### config.mk
export PLATFORM = sky130hd
export DESIGN_NAME = method_descriptor_parser_flat
export DESIGN_NICKNAME = d
export VERILOG_FILES = /design/src/design/mdp_pkg.sv /design/src/design/mdp_chan_if.sv /design/src/design/method_descriptor_parser.sv /design/src/flat_wrapper.sv
export SDC_FILE = /design/constraint.sdc
export NUM_CORES = 1
export LEC_CHECK = 0
export ABC_AREA = 1
export BUFFER_PORTS_ARGS = -buffer_cell sky130_fd_sc_hd__buf_2
export CORE_UTILIZATION = 56
export CTS_CLUSTER_SIZE = 25
export DETAILED_ROUTE_END_ITERATION = 10
export PLACE_DENSITY_LB_ADDON = 0.12
export SLEW_MARGIN = 20
export SYNTH_ARGS = -nofsm -noshare
export SYNTH_HDL_FRONTEND = slang
export SYNTH_SLANG_ARGS = --single-unit
### constraint.sdc
create_clock -name clk -period 2.5 [get_ports clk]
set_input_delay 0.25 -clock clk [delete_from_list [all_inputs] [get_ports clk]]
set_output_delay 0.25 -clock clk [all_outputs]
set_load 0.01 [all_outputs]
### src/design/mdp_pkg.sv
package mdp_pkg;

    // Descriptor characters
    localparam logic [7:0] CH_NUL    = 8'h00;
    localparam logic [7:0] CH_LPAREN = 8'h28;  // '('
    localparam logic [7:0] CH_RPAREN = 8'h29;  // ')'
    localparam logic [7:0] CH_SEMI   = 8'h3B;  // ';'
    localparam logic [7:0] CH_LBRACK = 8'h5B;  // '['
    localparam logic [7:0] CH_B      = 8'h42;
    localparam logic [7:0] CH_C      = 8'h43;
    localparam logic [7:0] CH_D      = 8'h44;
    localparam logic [7:0] CH_F      = 8'h46;
    localparam logic [7:0] CH_I      = 8'h49;
    localparam logic [7:0] CH_J      = 8'h4A;
    localparam logic [7:0] CH_L      = 8'h4C;
    localparam logic [7:0] CH_S      = 8'h53;
    localparam logic [7:0] CH_V      = 8'h56;
    localparam logic [7:0] CH_Z      = 8'h5A;

    // Dense return type codes
    localparam logic [3:0] TYPE_BYTE    = 4'd0;
    localparam logic [3:0] TYPE_CHAR    = 4'd1;
    localparam logic [3:0] TYPE_DOUBLE  = 4'd2;
    localparam logic [3:0] TYPE_FLOAT   = 4'd3;
    localparam logic [3:0] TYPE_INT     = 4'd4;
    localparam logic [3:0] TYPE_LONG    = 4'd5;
    localparam logic [3:0] TYPE_REF     = 4'd6;
    localparam logic [3:0] TYPE_SHORT   = 4'd7;
    localparam logic [3:0] TYPE_BOOLEAN = 4'd8;
    localparam logic [3:0] TYPE_VOID    = 4'd9;

    // Status codes
    localparam logic [1:0] ST_OK      = 2'd0;
    localparam logic [1:0] ST_WARN    = 2'd1;
    localparam logic [1:0] ST_NOCLOSE = 2'd2;
    localparam logic [1:0] ST_UNTERM  = 2'd3;

    localparam logic [7:0] COUNT_MAX = 8'hFF;

    typedef struct packed {
        logic [7:0] ch;
    } mdp_in_t;

    typedef struct packed {
        logic       sig_valid;
        logic [7:0] sig_char;
        logic [7:0] arg_count;
        logic       ret_valid;
        logic [3:0] ret_type;
        logic       done_res;
        logic [1:0] status;
    } mdp_out_t;

    typedef struct packed {
        logic       known;
        logic [3:0] code;
    } ret_decode_t;

    function automatic logic is_prim(input logic [7:0] c);
        return c inside {CH_B, CH_C, CH_D, CH_F, CH_I, CH_J, CH_S, CH_Z, CH_V};
    endfunction

    function automatic ret_decode_t decode_type(input logic [7:0] c);
        ret_decode_t r;
        r.known = 1'b1;
        case (c)
            CH_B:           r.code = TYPE_BYTE;
            CH_C:           r.code = TYPE_CHAR;
            CH_D:           r.code = TYPE_DOUBLE;
            CH_F:           r.code = TYPE_FLOAT;
            CH_I:           r.code = TYPE_INT;
            CH_J:           r.code = TYPE_LONG;
            CH_L, CH_LBRACK: r.code = TYPE_REF;
            CH_S:           r.code = TYPE_SHORT;
            CH_Z:           r.code = TYPE_BOOLEAN;
            CH_V:           r.code = TYPE_VOID;
            default:
            begin
                r.known = 1'b0;
                r.code  = TYPE_VOID;
            end
        endcase
        return r;
    endfunction

endpackage

### src/design/mdp_chan_if.sv
// Character input channel
interface mdp_in_if;
    logic               valid;
    logic               ready;
    mdp_pkg::mdp_in_t   data;

    modport source (output valid, output data, input ready);
    modport sink   (input valid, input data, output ready);
endinterface

// Parse result channel
interface mdp_out_if;
    logic               valid;
    logic               ready;
    mdp_pkg::mdp_out_t  data;

    modport source (output valid, output data, input ready);
    modport sink   (input valid, input data, output ready);
endinterface

### src/design/method_descriptor_parser.sv
// Streaming type-descriptor parser. Feed one character per word on the input
// channel; a zero byte ends the descriptor, reports the final count, type and
// status with done_res set, and clears the parser for the next descriptor.
// Every input word yields exactly one result word, in order. A character is
// taken in every cycle while the result channel keeps up: the parse state and
// the single output register are updated in the same cycle, so throughput is
// one word per clock, each result showing in the next cycle; the input stalls
// only while a result waits in the output register and the sink is not ready.
module method_descriptor_parser (
    input  logic        clk,
    input  logic        rst_n,
    mdp_in_if.sink      in,
    mdp_out_if.source   out
);

    typedef enum logic [2:0] {
        PH_START,
        PH_PARAM,
        PH_ARRAY,
        PH_CLASS,
        PH_RET,
        PH_DONE
    } phase_t;

    phase_t             phase_reg, phase_next;
    logic [7:0]         count_reg, count_next;
    logic [3:0]         type_reg, type_next;
    logic [1:0]         err_reg, err_next;
    logic               out_valid_reg;
    mdp_pkg::mdp_out_t  out_data_reg, res_next;
    logic               in_fire;
    logic [7:0]         c;
    mdp_pkg::ret_decode_t dec;

    assign in.ready  = !out_valid_reg || out.ready;
    assign in_fire   = in.valid && in.ready;
    assign out.valid = out_valid_reg;
    assign out.data  = out_data_reg;

    assign c   = in.data.ch;
    assign dec = mdp_pkg::decode_type(c);

    // Advance the parse state and build the result word
    always_comb
    begin
        logic       sv;
        logic [7:0] sc;
        logic       rv;
        logic       bump;
        phase_next = phase_reg;
        count_next = count_reg;
        type_next  = type_reg;
        err_next   = err_reg;
        sv   = 1'b0;
        sc   = mdp_pkg::CH_NUL;
        rv   = 1'b0;
        bump = 1'b0;

        if (c == mdp_pkg::CH_NUL)
        begin
            // Terminator: finish the status, report, then clear
            case (phase_reg)
                PH_START, PH_RET:
                begin
                    type_next = mdp_pkg::TYPE_VOID;
                    err_next  = mdp_pkg::ST_WARN;
                    rv        = 1'b1;
                end
                PH_PARAM:
                    err_next = mdp_pkg::ST_NOCLOSE;
                PH_ARRAY, PH_CLASS:
                    err_next = mdp_pkg::ST_UNTERM;
                default:
                    rv = 1'b1;
            endcase
            res_next.sig_valid = 1'b0;
            res_next.sig_char  = mdp_pkg::CH_NUL;
            res_next.arg_count = count_reg;
            res_next.ret_valid = rv;
            res_next.ret_type  = type_next;
            res_next.done_res  = 1'b1;
            res_next.status    = err_next;
            phase_next = PH_START;
            count_next = '0;
            type_next  = mdp_pkg::TYPE_VOID;
            err_next   = mdp_pkg::ST_OK;
        end
        else
        begin
            case (phase_reg)
                PH_START:
                begin
                    if (c == mdp_pkg::CH_LPAREN)
                    begin
                        phase_next = PH_PARAM;
                    end
                    else
                    begin
                        type_next  = dec.code;
                        phase_next = PH_DONE;
                        if (!dec.known)
                        begin
                            err_next = mdp_pkg::ST_WARN;
                        end
                    end
                end
                PH_PARAM:
                begin
                    if (c == mdp_pkg::CH_RPAREN)
                    begin
                        phase_next = PH_RET;
                    end
                    else if (c == mdp_pkg::CH_LBRACK)
                    begin
                        phase_next = PH_ARRAY;
                    end
                    else if (c == mdp_pkg::CH_L)
                    begin
                        phase_next = PH_CLASS;
                    end
                    else
                    begin
                        sv   = 1'b1;
                        sc   = c;
                        bump = 1'b1;
                    end
                end
                PH_ARRAY:
                begin
                    if (c == mdp_pkg::CH_LBRACK)
                    begin
                        phase_next = PH_ARRAY;
                    end
                    else if (mdp_pkg::is_prim(c) || c == mdp_pkg::CH_SEMI)
                    begin
                        sv         = 1'b1;
                        sc         = mdp_pkg::CH_L;
                        bump       = 1'b1;
                        phase_next = PH_PARAM;
                    end
                    else
                    begin
                        phase_next = PH_CLASS;
                    end
                end
                PH_CLASS:
                begin
                    if (c == mdp_pkg::CH_SEMI)
                    begin
                        sv         = 1'b1;
                        sc         = mdp_pkg::CH_L;
                        bump       = 1'b1;
                        phase_next = PH_PARAM;
                    end
                end
                PH_RET:
                begin
                    type_next  = dec.code;
                    phase_next = PH_DONE;
                    if (!dec.known)
                    begin
                        err_next = mdp_pkg::ST_WARN;
                    end
                end
                default:
                    phase_next = phase_reg;
            endcase

            // Saturating parameter count
            if (bump && count_reg != mdp_pkg::COUNT_MAX)
            begin
                count_next = count_reg + 8'd1;
            end

            res_next.sig_valid = sv;
            res_next.sig_char  = sc;
            res_next.arg_count = count_next;
            res_next.ret_valid = (phase_next == PH_DONE);
            res_next.ret_type  = type_next;
            res_next.done_res  = 1'b0;
            res_next.status    = err_next;
        end
    end

    // Hold parse state and the output word
    always_ff @(posedge clk or negedge rst_n)
    begin
        if (!rst_n)
        begin
            phase_reg     <= PH_START;
            count_reg     <= '0;
            type_reg      <= mdp_pkg::TYPE_VOID;
            err_reg       <= mdp_pkg::ST_OK;
            out_valid_reg <= 1'b0;
            out_data_reg  <= '0;
        end
        else
        begin
            if (in_fire)
            begin
                phase_reg     <= phase_next;
                count_reg     <= count_next;
                type_reg      <= type_next;
                err_reg       <= err_next;
                out_valid_reg <= 1'b1;
                out_data_reg  <= res_next;
            end
            else if (out.ready)
            begin
                out_valid_reg <= 1'b0;
            end
        end
    end

    // Every accepted word yields a result word in the next cycle
    a_fire_gives_result: assert property (@(posedge clk) disable iff (!rst_n)
        in_fire |=> out.valid)
        else $error("accepted word produced no result");

    // Terminator reports done and clears the parser
    a_nul_clears: assert property (@(posedge clk) disable iff (!rst_n)
        in_fire && in.data.ch == mdp_pkg::CH_NUL |=>
            out.data.done_res && phase_reg == PH_START && count_reg == '0
            && err_reg == mdp_pkg::ST_OK)
        else $error("terminator did not finish and clear the parse");

    // A reported parameter letter is never zero
    a_sig_char: assert property (@(posedge clk) disable iff (!rst_n)
        out.valid && out.data.sig_valid |-> out.data.sig_char != mdp_pkg::CH_NUL)
        else $error("parameter reported with empty letter");

    // Structural errors never come with a decoded type
    a_err_no_ret: assert property (@(posedge clk) disable iff (!rst_n)
        out.valid && (out.data.status == mdp_pkg::ST_NOCLOSE
            || out.data.status == mdp_pkg::ST_UNTERM) |->
            !out.data.ret_valid && out.data.done_res)
        else $error("structural error reported with a return type");

    // Parameters are reported only while the parameter list is open
    a_sig_in_params: assert property (@(posedge clk) disable iff (!rst_n)
        in_fire && res_next.sig_valid |-> phase_next == PH_PARAM)
        else $error("parameter reported outside the parameter list");

endmodule

### src/flat_wrapper.sv
// flat-port wrapper written by rule: the top's interface ports become plain ports
module method_descriptor_parser_flat 
  (clk, rst_n, in_valid, in_data, in_ready, out_valid, out_data, out_ready);
  mdp_in_if in_i ();
  mdp_out_if out_i ();
  input  logic clk;
  input  logic rst_n;
  input wire logic [$bits(in_i.valid)-1:0] in_valid;
  input wire logic [$bits(in_i.data)-1:0] in_data;
  output wire logic [$bits(in_i.ready)-1:0] in_ready;
  output wire logic [$bits(out_i.valid)-1:0] out_valid;
  output wire logic [$bits(out_i.data)-1:0] out_data;
  input wire logic [$bits(out_i.ready)-1:0] out_ready;
  assign in_i.valid = in_valid;
  assign in_i.data = in_data;
  assign in_ready = in_i.ready;
  assign out_valid = out_i.valid;
  assign out_data = out_i.data;
  assign out_i.ready = out_ready;
  method_descriptor_parser u_core (.clk(clk), .rst_n(rst_n), .in(in_i), .out(out_i));
endmodule
======== Yosys cells after proc, flatten, opt, wreduce, memory -nomap -nowiden ========
Index checks and enable logic that the tools add are counted.
operators by class
  reduce and logical (&&, ||, !) cells .... 14
  order comparisons ....................... 0
  add/subtract/negate cells ............... 1
  bitwise gates (word level) .............. 0
  div/mod/pow operators ................... 0
  multipliers ............................. 0
  muxes and demuxes ....................... 42
  equal/unequal tests ..................... 20
  shift operators ......................... 0
operator list
  cell                                                              number
  8-bit by 7-bit == test with 1-bit output (second input constant)  11
  8-bit two-way mux                                                 6
  4-bit one-hot mux with 9 select lines                             1
  25-bit two-way mux                                                1
  8-bit by 6-bit == test with 1-bit output (second input constant)  3
  3-bit two-way mux                                                 8
  8-bit one-hot mux with 3 select lines                             1
  3-bit one-hot mux with 5 select lines                             1
  7-bit two-way mux                                                 2
  4-bit two-way mux                                                 3
  1-bit two-way mux                                                 11
  11-bit OR reduction                                               1
  9-bit nonzero test                                                1
  8-bit by 1-bit adder with 8-bit output (second input constant)    1
  8-bit logical NOT                                                 1
  2-bit two-way mux                                                 4
  8-bit != test (second input constant)                             1
  4-bit one-hot mux with 2 select lines                             1
  3-bit by 2-bit == test with 1-bit output (second input constant)  2
  3-bit == test (second input constant)                             2
  2-bit one-hot mux with 3 select lines                             1
  2-bit OR reduction                                                3
  2-bit one-hot mux with 2 select lines                             1
  3-bit by 1-bit == test with 1-bit output (second input constant)  1
  7 further kinds                                                   9
word-level totals
  word-level logic and storage cells ...... 89
  input port bits ......................... 12
  ROM bits ................................ 0
  bits in latches ......................... 0
  bits in registers ....................... 43
  memories kept ........................... 0
  memory bits (writable) .................. 0

======== Depth between registers and ports, before layout ========
  depth after elaboration ................. 10
  depth in mapped cells ................... 14

======== Least setup slack after synthesis ========
Ideal clock, no wire load.
  kind .................................... register to register
  from .................................... register u_core.count_reg[0]
  to ...................................... register u_core.count_reg[7]
  cell stages (with the launch flop) ...... 14
  buffers on the path ..................... 0
  path slack .............................. 0.802 ns
  library setup time ...................... 0.117 ns
  data required time ...................... 2.383 ns
  arrival time ............................ 1.581 ns
  cells stage by stage .................... dfrtp_1 -> ha_1 -> nand2_1 -> inv_1 -> nand2_1 -> nor2_1 -> nand2_1 -> nand4_1 -> inv_1 -> nand2_1 -> nor2_1 -> nand3_1 -> nand3_2 -> nand2_1
on the way
  word-level cells in the longest chain between the ends .. 4
  elaborated cells on any way between the ends .. 5
  those cells by class .................... add/sub (1); eq/ne (1); mux (2); reduce/logical (1)
ends and longest elaborated chain
  item                                                                                            line                             text
  start: declaration                                                                              method_descriptor_parser.sv:26   logic [7:0] count_reg, count_next;
  start signal: assignment                                                                        method_descriptor_parser.sv:202  count_reg <= count_next;
  parallel branches: the longest is 2 deep, another holds 8-bit by 1-bit adder with 8-bit output  -
  8-bit two-way mux *                                                                             method_descriptor_parser.sv:170  if (bump && count_reg != mdp_pkg::COUNT_MAX)
  8-bit two-way mux *                                                                             method_descriptor_parser.sv:59   if (c == mdp_pkg::CH_NUL)
Mark *: on every way between the ends.
A chain may end at the register's enable or synchronous reset.

======== Worst setup path in the final report ========
  from .................................... register u_core.count_reg[1]
  to ...................................... register u_core.count_reg[7]
Same word-level chain as after synthesis.

==> summary.txt <==
Timing
  • Max frequency: slightly above 500 MHz
  • Minimum clock period: 1.96 ns
  • Slew Limit Headroom: 0.376
  • RSZ-0062 raised after global routing: no
  • Setup TNS: 0 ns
  • Worst-Margin Slew: ~0.94 ns
  • Post-route setup slack: 0.542 ns
  • Skew final: 0.0105 ns
  • Tcrit/Tclk final: 0.783
  • Hold Vio Cnt, Final: 0
  • Max Slew Vio Count: 0
  • Final number of setup-violating endpoints: 0

Yosys
  • Synthesized instance count: 347
  • Seq/Total Area, Yosys: 0.439
  • Flops & latches, synth: 43
  • Async SR Flop Fraction: 1.00
  • Distinct cells, synth: 26
  • Synthesized net count: 360
  • Primary FF master, synth: dfrtp_1
  • EDFF count, synth: 0
  • YS warnings: 0
  • Synth Cell Area: around 0.0025 sq mm
  • Syn_area_per_cell: 7.08 sq um

Power and ir drop
  • VDD IR max: 480 uV
  • Sequential power share: 0.414
  • Sw Pwr: 1.02 mW
  • PwrDens: 931 mW/mm^2
  • Internal Power: 1.57 mW
  • LEAKAGE: 1.55 nW
  • Comb pwr share: 0.382
  • Clock share of power: 0.204
  • Sw frac: 0.395
  • Tot Pwr: 2.60 mW

Worst setup path
  • Top delay family on crit path: simple AND/OR/NAND/NOR gates
  • WP buf/inv: 2
  • Crit path launch type: flip-flop
  • Data arrival, critical path: between 2 and 2.5 ns
  • CP Capture Type: flip-flop
  • Req. time, crit path: 2.69 ns
  • Slowest cell on crit path: dfrtp_1
  • Max stage delay on crit path: 0.43 ns
  • CP most frequent cell: nand2_1
  • Crit Path Max Fanout: 6
  • Worst-path cell chain: ha_1, nand2_1, inv_1, nand2_1, nor2_1, nand2_1, nand4_1, inv_1, nand2_1, nor2_1, nand3_1, nand3_2, nand2_1
  • CP Class: reg2reg

Placed design
  • DP HPWL: 3.98 mm
  • Placement-stage worst setup slack: 0.582 ns
  • Placed cells: between 400 and 500
  • GP Congestion: 0.940
  • Cell Area, Placed: 0.00269 sq mm
  • PortBufs: 38

Floorplan
  • Area of the die: 0.00465 sq mm
  • Area of the core: 0.00412 sq mm
  • Die W: approximately 70 microns
  • Height of the die: 68.2 microns
  • Standard-cell rows: 23
  • I/O pin count: 39
  • Initial Util: 0.597

Routing
  • DR iter-0 viols: 191
  • Post-DRT Antenna Nets: 0
  • Average wire per standard cell: 12.6 microns
  • Via density: 5.21
  • Met2 wire len: 2.25 mm
  • Detailed-route DRC error count: 0
  • DR vias: 2278
  • Met3 routed WL: 284 microns
  • First drt pass iteration count: 4
  • Top layer in use: met4
  • Metal-1 WL: approximately 2.9 mm
  • Final WL: ~5.5 mm

Clock tree
  • Clk_lat worst skew: about 0.3 ns
  • CTS H-tree depth: 2
  • CTS Hold Buffers Added: 0
  • CTS tree: built
  • CTS Buffer Depth: 2
  • CTS Buf Count: 5
  • Clk slew on worst S/H paths: 0.08 ns
  • Clock Root Buffer: clkbuf_8
  • Clock sinks: 43
  • CTS resizes: 0
  • # Post-CTS Setup Buffers: 0

Finish
  • Fill cells: roughly 370
  • Nets: 400
  • Fin cells: 437
  • Diode count: 0
  • Area Overhead vs Synth: 13.6%
  • Max reg flops: 25
  • Share of cells above drive strength 1: 0.181
  • Final non-filler cell area: around 0.0028 sq mm

GRT
  • First-pass GRT wire length: 9.16 mm
  • Initial antenna violation count: 0
  • GRT Util Overall: 0.272
  • Vias in the first global route: 1950
  • Largest net degree at the start of global routing: 44
  • Grt ovf: 0

Outcome
  • Status: finished clean

Hold path
  • Worst hold path class: in2async

Job
  • Max-Cap Viols: 0
==> layout make-up <==
cell class                 count  area [sq um]  area share
clock buffer                   6          72.6      0.0260
clock inverter                 1          30.0      0.0108
inverter                      47           176      0.0633
multi-input combinational    250          1160       0.417
sequential                    43          1080       0.387
tap                           50          62.6      0.0224
timing repair buffer          40           205      0.0736
==> per-layer routing <==
metal,vias to the layer above,track usage
li1,1167,-
met1,1044,0.408
met2,59,0.380
met3,8,0.0600
met4,0,0.0964
met5,-,0
==> cells in the final DEF (no fill, tap or decap), types with 5 or more instances in the layout <==
master    count
dfrtp_1      41
nand3_2       7
inv_1        45
clkbuf_8      5
nand3_1      19
nand2_1     134
nor2_1       30
buf_2        38
o31ai_1       6
o21ai_0      26
==> synthesized netlist by cell type, types with 2 or more instances <==
master      n  share of area
nor2_4      2         0.0092
nand2_2     3         0.0076
nand4_1     3         0.0076
inv_2       2         0.0031
nor2_1     30          0.046
clkbuf_1    5         0.0076
o22ai_1     3         0.0076
dfrtp_1    41           0.42
o31ai_1     6          0.018
o21ai_1     3         0.0061
nand2_1   134           0.20
nand3_1    19          0.039
o21ai_2     2         0.0071
nand3_2     7          0.029
a21oi_1     3         0.0061
dfstp_2     2          0.021
inv_1      45          0.069
nor2_2      4          0.010
o21ai_0    26          0.053
==> power by group through the flow <==
stage	clock network (mW)	logic, mW	registers, mW
5_1_grt	0.566	1.14	1.11
3_3_place_gp	0	0.972	1.07
4_1_cts	0.539	0.991	1.07
2_1_floorplan	0	0.648	1.12
6_report	0.529	0.993	1.08
3_5_place_dp	0	0.987	1.08
==> final timing paths <==
check,slack (ns),endpoint,depth (start not counted),from
worst max-delay path,0.54,u_core.count_reg[7]$_DFFE_PN0P_,13,u_core.count_reg[1]$_DFFE_PN0P_
worst min-delay path,0.08,u_core.out.data[17]$_DFFE_PN0P_,1,rst_n
worst max register to register,0.54,u_core.count_reg[7]$_DFFE_PN0P_,13,u_core.count_reg[1]$_DFFE_PN0P_
worst min register to register,0.47,u_core.type_reg[3]$_DFFE_PN1P_,2,u_core.type_reg[3]$_DFFE_PN1P_
max in group asynchronous,1.83,u_core.count_reg[5]$_DFFE_PN0P_,1,rst_n
min in group clk,0.22,u_core.out.valid$_DFFE_PN0P_,4,out_ready
==> worst reg2reg max path: cells and delay by family, from the launching register on <==
kind | cells | cell delay (ns)
and+or+nand+nor | 10 | 1.04
DFF | 1 | 0.43
adders and majority gates | 1 | 0.21
buffers and inverters | 2 | 0.15
==> per-stage QoR <==
step	hold WS [ns]	util
CTS	0.127	0.678
detailed placement	0.455	0.653
floorplan	-0.0456	-
global route	0.168	0.678
global placement	0.447	0.653
finish	0.0811	0.678
==> logic make-up (layout without fill, tap and decap cells) <==
family / after synthesis / count (layout) / share of synthesized area
AO/OA/AOI/OAI: 44 / 44 / 0.101
AND/OR/NAND/NOR: 205 / 205 / 0.367
buffers and inverters: 54 / 94 / 0.0871
adder cells (fa/ha/maj): 1 / 1 / 0.00509
flip-flops: 43 / 43 / 0.439
(Power assumes the default switching activity.)
